==> src/sv/mtet_pkg.sv <==
// Shared constants, result codes and controller/datapath interface types.
package mtet_pkg;

  localparam int unsigned TIMERS_DEF = 16;

  localparam int unsigned ID_W   = 32;
  localparam int unsigned MS_W   = 32;
  localparam int unsigned TICK_W = 10;
  localparam int unsigned KIND_W = 3;
  localparam int unsigned CNT_W  = 5;
  localparam int unsigned CMD_W  = 2;

  localparam logic [TICK_W-1:0] TICK_RESET = TICK_W'(1);

  localparam logic [CMD_W-1:0] CMD_CREATE = 2'd0;
  localparam logic [CMD_W-1:0] CMD_CANCEL = 2'd1;
  localparam logic [CMD_W-1:0] CMD_TICK   = 2'd2;

  typedef enum logic [KIND_W-1:0] {
    KIND_CREATED   = 3'd0,
    KIND_FULL      = 3'd1,
    KIND_CANCELLED = 3'd2,
    KIND_EXPIRED   = 3'd3,
    KIND_NONE      = 3'd4
  } kind_e;

  // Commands from the controller to the datapath.
  typedef struct packed {
    logic capture;
    logic create;
    logic start;
    logic step;
    logic finish;
  } dp_ctl_t;

  // Status from the datapath to the controller.
  typedef struct packed {
    logic count_zero;
    logic remain_zero;
    logic eval_push;
    logic out_free;
  } dp_sts_t;

endpackage

==> src/sv/mtet_ram.sv <==
// Generic single-write, single-read RAM with registered read data.
module mtet_ram #(
  parameter int unsigned WIDTH = 64,
  parameter int unsigned DEPTH = 16,
  localparam int unsigned AW = (DEPTH > 1) ? $clog2(DEPTH) : 1
) (
  input  logic             clk_i,
  input  logic             we_i,
  input  logic [AW-1:0]    waddr_i,
  input  logic [WIDTH-1:0] wdata_i,
  input  logic             re_i,
  input  logic [AW-1:0]    raddr_i,
  output logic [WIDTH-1:0] rdata_o
);

  logic [WIDTH-1:0] mem_q [DEPTH];
  logic [WIDTH-1:0] rdata_q;

  always_ff @(posedge clk_i) begin
    if (we_i) begin
      mem_q[waddr_i] <= wdata_i;
    end
    if (re_i) begin
      rdata_q <= mem_q[raddr_i];
    end
  end

  assign rdata_o = rdata_q;

endmodule

==> src/sv/mtet_ctrl.sv <==
// Sequencing state machine for create, cancel walk and tick walk.
module mtet_ctrl (
  input  logic                        clk_i,
  input  logic                        rst_ni,
  input  logic                        in_valid_i,
  output logic                        in_ready_o,
  input  logic [mtet_pkg::CMD_W-1:0]  cmd_i,
  input  mtet_pkg::dp_sts_t           sts_i,
  output mtet_pkg::dp_ctl_t           ctl_o
);

  localparam logic [2:0] ST_IDLE   = 3'd0;
  localparam logic [2:0] ST_CREATE = 3'd1;
  localparam logic [2:0] ST_START  = 3'd2;
  localparam logic [2:0] ST_EVAL   = 3'd3;
  localparam logic [2:0] ST_FINISH = 3'd4;

  logic [2:0] state_q, state_d;

  always_comb begin
    state_d    = state_q;
    ctl_o      = '0;
    in_ready_o = 1'b0;
    case (state_q)
      ST_IDLE: begin
        in_ready_o = 1'b1;
        if (in_valid_i) begin
          ctl_o.capture = 1'b1;
          if (cmd_i == mtet_pkg::CMD_CREATE) begin
            state_d = ST_CREATE;
          end else if (cmd_i inside {mtet_pkg::CMD_CANCEL, mtet_pkg::CMD_TICK}) begin
            state_d = ST_START;
          end
        end
      end
      ST_CREATE: begin
        if (sts_i.out_free) begin
          ctl_o.create = 1'b1;
          state_d      = ST_IDLE;
        end
      end
      ST_START: begin
        if (sts_i.count_zero) begin
          state_d = ST_FINISH;
        end else begin
          ctl_o.start = 1'b1;
          state_d     = ST_EVAL;
        end
      end
      ST_EVAL: begin
        // hold the entry while an earlier expiry waits for the output
        if (!sts_i.eval_push || sts_i.out_free) begin
          ctl_o.step = 1'b1;
          if (sts_i.remain_zero) begin
            state_d = ST_FINISH;
          end
        end
      end
      ST_FINISH: begin
        if (sts_i.out_free) begin
          ctl_o.finish = 1'b1;
          state_d      = ST_IDLE;
        end
      end
      default: begin
        state_d = ST_IDLE;
      end
    endcase
  end

  always_ff @(posedge clk_i or negedge rst_ni) begin
    if (!rst_ni) begin
      state_q <= ST_IDLE;
    end else begin
      state_q <= state_d;
    end
  end

endmodule

==> src/sv/mtet_dp.sv <==
// Timer list datapath: circular age-ordered table, walk pointers, result register.
module mtet_dp #(
  parameter int unsigned TIMERS = mtet_pkg::TIMERS_DEF
) (
  input  logic                         clk_i,
  input  logic                         rst_ni,
  input  logic                         cfg_we_i,
  input  logic [mtet_pkg::TICK_W-1:0]  cfg_wdata_i,
  input  logic [mtet_pkg::CMD_W-1:0]   cmd_i,
  input  logic [mtet_pkg::ID_W-1:0]    timer_id_i,
  input  logic [mtet_pkg::MS_W-1:0]    duration_ms_i,
  input  mtet_pkg::dp_ctl_t            ctl_i,
  output mtet_pkg::dp_sts_t            sts_o,
  input  logic                         out_ready_i,
  output logic                         out_valid_o,
  output logic [mtet_pkg::KIND_W-1:0]  kind_o,
  output logic [mtet_pkg::ID_W-1:0]    expired_id_o,
  output logic [mtet_pkg::CNT_W-1:0]   cancelled_count_o,
  output logic                         last_o
);

  localparam int unsigned IW = (TIMERS > 1) ? $clog2(TIMERS) : 1;
  localparam int unsigned CW = $clog2(TIMERS + 1);
  localparam int unsigned EW = mtet_pkg::ID_W + mtet_pkg::MS_W;

  function automatic logic [IW-1:0] ptr_dec(input logic [IW-1:0] p);
    ptr_dec = (p == '0) ? IW'(TIMERS - 1) : p - 1'b1;
  endfunction

  function automatic logic [IW-1:0] ptr_inc(input logic [IW-1:0] p);
    ptr_inc = (p == IW'(TIMERS - 1)) ? '0 : p + 1'b1;
  endfunction

  logic [mtet_pkg::TICK_W-1:0] ms_per_tick_q;
  logic                        is_tick_q;
  logic [mtet_pkg::ID_W-1:0]   id_q;
  logic [mtet_pkg::MS_W-1:0]   dur_q;
  logic [CW-1:0]               count_q, remain_q, kept_q, removed_q;
  logic [IW-1:0]               head_q, rp_q, wp_q;
  logic                        held_v_q;
  logic [mtet_pkg::ID_W-1:0]   held_id_q;

  logic                        out_valid_q;
  mtet_pkg::kind_e             kind_q;
  logic [mtet_pkg::ID_W-1:0]   exp_id_q;
  logic [mtet_pkg::CNT_W-1:0]  cnt_q;
  logic                        last_q;

  logic [CW:0]                 sum;
  logic [IW-1:0]               tail_free, walk_first;
  logic [EW-1:0]               rdata;
  logic [mtet_pkg::ID_W-1:0]   elem_id;
  logic [mtet_pkg::MS_W-1:0]   elem_rem, tick_ext, keep_rem;
  logic                        drop, full, out_free, push;
  logic                        we, re;
  logic [IW-1:0]               waddr, raddr;
  logic [EW-1:0]               wdata;

  // Table occupies head..head+count-1 (mod TIMERS), oldest at head.
  assign sum        = {1'b0, CW'(head_q)} + {1'b0, count_q};
  assign tail_free  = (sum >= (CW + 1)'(TIMERS)) ? IW'(sum - (CW + 1)'(TIMERS)) : IW'(sum);
  assign walk_first = ptr_dec(tail_free);

  assign elem_id  = rdata[EW-1:mtet_pkg::MS_W];
  assign elem_rem = rdata[mtet_pkg::MS_W-1:0];
  assign tick_ext = mtet_pkg::MS_W'(ms_per_tick_q);
  assign drop     = is_tick_q ? (elem_rem <= tick_ext) : (elem_id == id_q);
  assign keep_rem = is_tick_q ? (elem_rem - tick_ext) : elem_rem;
  assign full     = (count_q == CW'(TIMERS));
  assign out_free = !out_valid_q || out_ready_i;

  assign sts_o.count_zero  = (count_q == '0);
  assign sts_o.remain_zero = (remain_q == '0);
  assign sts_o.eval_push   = is_tick_q && drop && held_v_q;
  assign sts_o.out_free    = out_free;

  // Survivors are rewritten downward behind the read pointer.
  assign we    = (ctl_i.create && !full) || (ctl_i.step && !drop);
  assign waddr = ctl_i.create ? tail_free : wp_q;
  assign wdata = ctl_i.create ? {id_q, dur_q} : {elem_id, keep_rem};
  assign re    = ctl_i.start || (ctl_i.step && (remain_q != '0));
  assign raddr = ctl_i.start ? walk_first : ptr_dec(rp_q);

  mtet_ram #(
    .WIDTH (EW),
    .DEPTH (TIMERS)
  ) u_table (
    .clk_i   (clk_i),
    .we_i    (we),
    .waddr_i (waddr),
    .wdata_i (wdata),
    .re_i    (re),
    .raddr_i (raddr),
    .rdata_o (rdata)
  );

  always_ff @(posedge clk_i or negedge rst_ni) begin
    if (!rst_ni) begin
      ms_per_tick_q <= mtet_pkg::TICK_RESET;
      count_q       <= '0;
      head_q        <= '0;
      held_v_q      <= 1'b0;
    end else begin
      if (cfg_we_i) begin
        ms_per_tick_q <= cfg_wdata_i;
      end
      if (ctl_i.capture) begin
        held_v_q <= 1'b0;
      end
      if (ctl_i.create && !full) begin
        count_q <= count_q + 1'b1;
      end
      if (ctl_i.step && drop && is_tick_q) begin
        held_v_q <= 1'b1;
      end
      if (ctl_i.finish) begin
        count_q <= kept_q;
        // an empty table is never walked; leave head where it is
        if (count_q != '0) begin
          head_q <= ptr_inc(wp_q);
        end
      end
    end
  end

  always_ff @(posedge clk_i) begin
    if (ctl_i.capture) begin
      is_tick_q <= (cmd_i == mtet_pkg::CMD_TICK);
      id_q      <= timer_id_i;
      dur_q     <= duration_ms_i;
      kept_q    <= '0;
      removed_q <= '0;
    end
    if (ctl_i.start) begin
      rp_q     <= walk_first;
      wp_q     <= walk_first;
      remain_q <= count_q - 1'b1;
    end
    if (ctl_i.step) begin
      if (!drop) begin
        wp_q   <= ptr_dec(wp_q);
        kept_q <= kept_q + 1'b1;
      end else if (!is_tick_q) begin
        removed_q <= removed_q + 1'b1;
      end else begin
        held_id_q <= elem_id;
      end
      if (remain_q != '0) begin
        rp_q     <= ptr_dec(rp_q);
        remain_q <= remain_q - 1'b1;
      end
    end
  end

  // Result register: an expiry is held back one step so the final one carries last.
  assign push = ctl_i.create || ctl_i.finish || (ctl_i.step && sts_o.eval_push);

  always_ff @(posedge clk_i or negedge rst_ni) begin
    if (!rst_ni) begin
      out_valid_q <= 1'b0;
    end else if (push) begin
      out_valid_q <= 1'b1;
    end else if (out_ready_i) begin
      out_valid_q <= 1'b0;
    end
  end

  always_ff @(posedge clk_i) begin
    if (push) begin
      exp_id_q <= '0;
      cnt_q    <= '0;
      last_q   <= 1'b1;
      if (ctl_i.create) begin
        kind_q <= full ? mtet_pkg::KIND_FULL : mtet_pkg::KIND_CREATED;
      end else if (ctl_i.step) begin
        kind_q   <= mtet_pkg::KIND_EXPIRED;
        exp_id_q <= held_id_q;
        last_q   <= 1'b0;
      end else if (!is_tick_q) begin
        kind_q <= mtet_pkg::KIND_CANCELLED;
        cnt_q  <= mtet_pkg::CNT_W'(removed_q);
      end else if (held_v_q) begin
        kind_q   <= mtet_pkg::KIND_EXPIRED;
        exp_id_q <= held_id_q;
      end else begin
        kind_q <= mtet_pkg::KIND_NONE;
      end
    end
  end

  assign out_valid_o       = out_valid_q;
  assign kind_o            = kind_q;
  assign expired_id_o      = exp_id_q;
  assign cancelled_count_o = cnt_q;
  assign last_o            = last_q;

  a_count_bound : assert property (@(posedge clk_i) disable iff (!rst_ni)
    count_q <= CW'(TIMERS))
    else $error("timer count exceeds table depth");

  a_kept_bound : assert property (@(posedge clk_i) disable iff (!rst_ni)
    ctl_i.step |-> kept_q < count_q)
    else $error("walk kept more entries than the table holds");

  a_push_free : assert property (@(posedge clk_i) disable iff (!rst_ni)
    push |-> out_free)
    else $error("result pushed over a waiting result");

  a_no_clobber : assert property (@(posedge clk_i) disable iff (!rst_ni)
    (ctl_i.step && we && re) |-> (waddr != raddr))
    else $error("walk rewrite hits the entry being read next");

endmodule

==> src/sv/multi_timer_expiry_table.sv <==
// Top level of the one-shot multi-timer expiry table.
// Sequence: a create's result is registered once the output is free; a cancel or tick walks
//   all N timers held and registers its last result at the finish step.
// Accepts no new item until the previous one is finished; output stalls hold it up too. The
//   table walk runs at one entry per cycle unless an expiry waits for the output.
// Reset: table empty, ms_per_tick = 1, output empty; the table RAM needs no clearing pass.
module multi_timer_expiry_table #(
  parameter int unsigned TIMERS = mtet_pkg::TIMERS_DEF
) (
  input  logic                         clk_i,
  input  logic                         rst_ni,
  // configuration: ms_per_tick
  input  logic                         cfg_we_i,
  input  logic [mtet_pkg::TICK_W-1:0]  cfg_wdata_i,
  // input items
  input  logic                         in_valid_i,
  output logic                         in_ready_o,
  input  logic [mtet_pkg::CMD_W-1:0]   cmd_i,
  input  logic [mtet_pkg::ID_W-1:0]    timer_id_i,
  input  logic [mtet_pkg::MS_W-1:0]    duration_ms_i,
  // result items
  output logic                         out_valid_o,
  input  logic                         out_ready_i,
  output logic [mtet_pkg::KIND_W-1:0]  kind_o,
  output logic [mtet_pkg::ID_W-1:0]    expired_id_o,
  output logic [mtet_pkg::CNT_W-1:0]   cancelled_count_o,
  output logic                         last_o
);

  // Controller and datapath talk only through these two bundles.
  mtet_pkg::dp_ctl_t ctl;
  mtet_pkg::dp_sts_t sts;

  // Sequence each item: capture, then create, or walk the table and finish.
  mtet_ctrl u_ctrl (
    .clk_i      (clk_i),
    .rst_ni     (rst_ni),
    .in_valid_i (in_valid_i),
    .in_ready_o (in_ready_o),
    .cmd_i      (cmd_i),
    .sts_i      (sts),
    .ctl_o      (ctl)
  );

  // Table storage, walk arithmetic and the result register.
  mtet_dp #(
    .TIMERS (TIMERS)
  ) u_dp (
    .clk_i             (clk_i),
    .rst_ni            (rst_ni),
    .cfg_we_i          (cfg_we_i),
    .cfg_wdata_i       (cfg_wdata_i),
    .cmd_i             (cmd_i),
    .timer_id_i        (timer_id_i),
    .duration_ms_i     (duration_ms_i),
    .ctl_i             (ctl),
    .sts_o             (sts),
    .out_ready_i       (out_ready_i),
    .out_valid_o       (out_valid_o),
    .kind_o            (kind_o),
    .expired_id_o      (expired_id_o),
    .cancelled_count_o (cancelled_count_o),
    .last_o            (last_o)
  );

endmodule

==> config.mk <==
export PLATFORM = sky130hd
export DESIGN_NAME = multi_timer_expiry_table
export DESIGN_NICKNAME = d
export VERILOG_FILES = /design/src/sv/mtet_pkg.sv /design/src/sv/mtet_ram.sv /design/src/sv/mtet_ctrl.sv /design/src/sv/mtet_dp.sv /design/src/sv/multi_timer_expiry_table.sv
export SDC_FILE = /design/constraint.sdc
export NUM_CORES = 2
export LEC_CHECK = 0
export BUFFER_PORTS_ARGS = -buffer_cell sky130_fd_sc_hd__buf_4
export CORE_MARGIN = 2
export CORE_UTILIZATION = 56
export DETAILED_ROUTE_END_ITERATION = 12
export GPL_TIMING_DRIVEN = 0
export PLACE_DENSITY = 0.78
export SYNTH_ARGS = -nofsm -noshare
export SYNTH_HDL_FRONTEND = slang
export SYNTH_HIERARCHICAL = 1
export SYNTH_SLANG_ARGS = --single-unit
==> constraint.sdc <==
create_clock -name clk_i -period 8.26 [get_ports clk_i]
set_clock_uncertainty 0.15 [all_clocks]
set_input_delay 0 -clock clk_i [delete_from_list [all_inputs] [get_ports clk_i]]
set_output_delay 0 -clock clk_i [all_outputs]
set_load 0.01 [all_outputs]
==> flow_summary.ini <==
[timing]
setup_viol = 0
slew_violations = 0
rsz0062_at_grt = false
tns_ns = 0
fin_crit_sh_pct = 86.4
min_period_ns = 7.13
hold_violations = 0
fmax_ghz = 0.140
hold_ws_ns = 0.153
worst_pin_slew_ns = 1.31
slew_headroom_pct = 12.0
setup_ws_ns = 1.13

[critical_path]
worst_ep_arrival_time_ns = 7.37
critPathKind = flop to flop
crit_fanout = 13
r2r.worst_path.cells = 19
r2r-end = u_dp/u_table/mem_q[12][24]
cp-start-kind = flop
r2r_slack_ns = 1.13
r2r-start = u_dp/u_table/rdata_o[0]
endpoint_kind = flop
crit_required_ns = 8.50

[grt]
grt-ovfl-total = 0
grt_pass1_vias = 28500
antenna_found_initial = 4
grt_pass1_wl_um = 189000
grt_util_all_layers_pct = 29.2
grt_max_degree = 41

[final_layout]
nFillCells = 5176
multi_input_area_mm2 = 0.0111
area_growth_pct = 19.0
layout_common_cells = 1226 x edfxtp_1, 256 x mux4_2, 177 x dlygate4sd3_1
nNetsFinal = 3037
fin_util_pct = 67.0
drive_above_1_share_pct = 24.4
diodes = 0
seq_area_mm2 = 0.0379
layout_commonest_cell = edfxtp_1
layout.cells.non_filler = 4197

[min_path]
hold_start = cmd_i[1]
hold_path.class = primary input to flop
hold-path-endpoint = u_ctrl/state_q[2]
min_path_cells = 5

[floorplanning]
die_height_um = 301
std_cell_rows = 109
die_w_um = 301
io_pins = 124
dieArea_mm2 = 0.0909
initial_core_util_pct = 56.3
coreArea_mm2 = 0.0880

[logic_synthesis]
seq_area_frac_synth_pct = 76.5
synthCells = 2450
syn_area_mm2 = 0.0495
syn_area_per_cell_um2 = 20.2
synth_top_flop_cell = edfxtp_1
async_reset_ff_share_pct = 1.89
ys_ff_latch = 1273
syn_nets = 2557
synth_cell_types = 69
yosys_warnings = 6
synth_edf_count = 1226

[placement]
port_buffers = 122
gp_congestion = 0.828
numPlacedInstances = 3797
dp_hpwl_um = 75300
place_ws_ns = 1.51

[routing]
wl_um = 131000
via_count = 27700
drt_iter0_markers = 4527
viasPerCell = 6.60
wire_per_inst_um = 31.3
drc_errors = 0
drtAntennaViolNets = 0
first_pass_iters = 8

[power]
leakage_nw = 19.4
p_per_area_mw_per_mm2 = 453
vdd_drop_max_v = 0.000362

[cts]
cts.path.max_buffers = 3
cts_tree = done
post_cts_resized = 0
h-tree-depth = 3
cts_setup_buffers = 0
clkLatencyLatePin_ns = 0.72
hold_buffers = 178
numCtsBuffers = 117
clkTransAtPathRegs_ns = 0.06
clock-sinks = 1273
clockRootBuffer = clkbuf_16

[flow_run]
maxCapViolCount = 0

[run_status]
outcome = finished, final reports clean
[worst max path at each step]
stage | startpoint | end | cells past startpoint
2_1_floorplan | u_dp/ms_per_tick_q[0] | u_dp/u_table/mem_q[1][0] | 15
3_3_place_gp | u_dp/out_valid_o | u_dp/u_table/mem_q[1][17] | 10
3_5_place_dp | u_dp/u_table/rdata_o[0] | u_dp/u_table/mem_q[12][39] | 19
4_1_cts | u_dp/u_table/rdata_o[0] | u_dp/u_table/mem_q[12][23] | 19
5_1_grt | u_dp/u_table/rdata_o[0] | u_dp/u_table/mem_q[12][39] | 19
6_report | u_dp/u_table/rdata_o[0] | u_dp/u_table/mem_q[12][24] | 19
[cells by family (layout without fill, tap and decap cells)]
family / Yosys count / count (layout) / share of synthesized area, %
xor gates and xnor gates: 74 / 74 / 1.31
adders and majority gates: 26 / 26 / 0.687
muxes: 316 / 316 / 13.0
and+or+nand+nor: 331 / 331 / 3.27
DFF: 1273 / 1273 / 76.5
buffers and inverters: 152 / 734 / 1.48
AOI/OAI and AO/OA: 278 / 278 / 3.82
[report_power, final]
part / leakage [nW] / internal, W / switching, W
sequential: 11.6 / 0.00939 / 0.000457
combinational: 5.95 / 0.00438 / 0.00705
clock: 1.85 / 0.00302 / 0.00239
[synth_stat cells, drive strengths merged, types with 32 or more instances]
library cell	instances	area share, %
nor2	47	0.37
edfxtp	1226	74
xnor2	32	0.57
clkbuf	63	0.48
and2	41	0.52
buf	57	0.76
o21ai	68	0.69
xor2	42	0.74
mux4	256	12
a22oi	131	2.0
mux2	47	1.1
nand2	140	1.1
[critical path, stage by stage (launching register included)]
cell and delay (ns):
edfxtp_1 0.37, inv_1 0.06, ha_1 0.21, fa_1 0.40
nand2b_1 0.16, a21oi_1 0.45, a21oi_1 0.31, o211a_1 0.45
and2_1 0.26, a21oi_1 0.12, clkbuf_1 0.38, clkinv_1 0.41
nor3b_4 0.55, buf_6 0.22, or2_1 0.22, nand3_1 0.39
nor3_4 0.98, buf_8 0.27, buf_8 0.22, buf_8 0.20
[sequential cells by signal (all words and copies together), names as in the netlist]
name	flops
u_dp/remain_q	5
u_dp/held_id_q	32
u_dp/last_o	1
u_dp/dur_q	32
u_dp/out_valid_o	1
u_dp/rp_q	4
u_dp/ms_per_tick_q	10
u_dp/held_v_q	1
u_dp/kind_o	3
u_dp/is_tick_q	1
u_dp/count_q	5
u_dp/u_table/rdata_o	64
u_dp/cancelled_count_o	5
u_dp/u_table/mem_q	1024
u_dp/expired_id_o	32
u_ctrl/state_q	3
u_dp/head_q	4
u_dp/kept_q	5
u_dp/id_q	32
u_dp/wp_q	4
u_dp/removed_q	5
[layout make-up]
type,instances,share of cell area [%]
Inverter,32,0.204
Timing Repair Buffer,361,6.75
Sequential cell,1273,64.2
Multi-Input combinational cell,1025,18.8
Tap cell,1165,2.47
Clock buffer,142,5.18
Buffer,120,1.04
Clock inverter,79,1.31
[stage by stage]
| stage | power (W) | area (µm²) |
|---|---|---|
| finish | 0.0267 | 59000 |
| global route | 0.0276 | 59000 |
| CTS | 0.0264 | 59000 |
| detailed placement | 0.0208 | 53300 |
| global placement | 0.0203 | 51900 |
| floorplan | 0.0171 | 49600 |
[routing by layer]
metal | part of all wire, % | vias to the layer above | GRT usage [%]
li1 | - | 11000 | -
met3 | 13 | 472 | 7.20
met4 | 4.9 | 2 | 13.9
met1 | 33 | 13900 | 37.2
met5 | 0.0099 | - | 0
met2 | 49 | 2348 | 47.7
No activity file was read; power rests on OpenSTA's default activity.
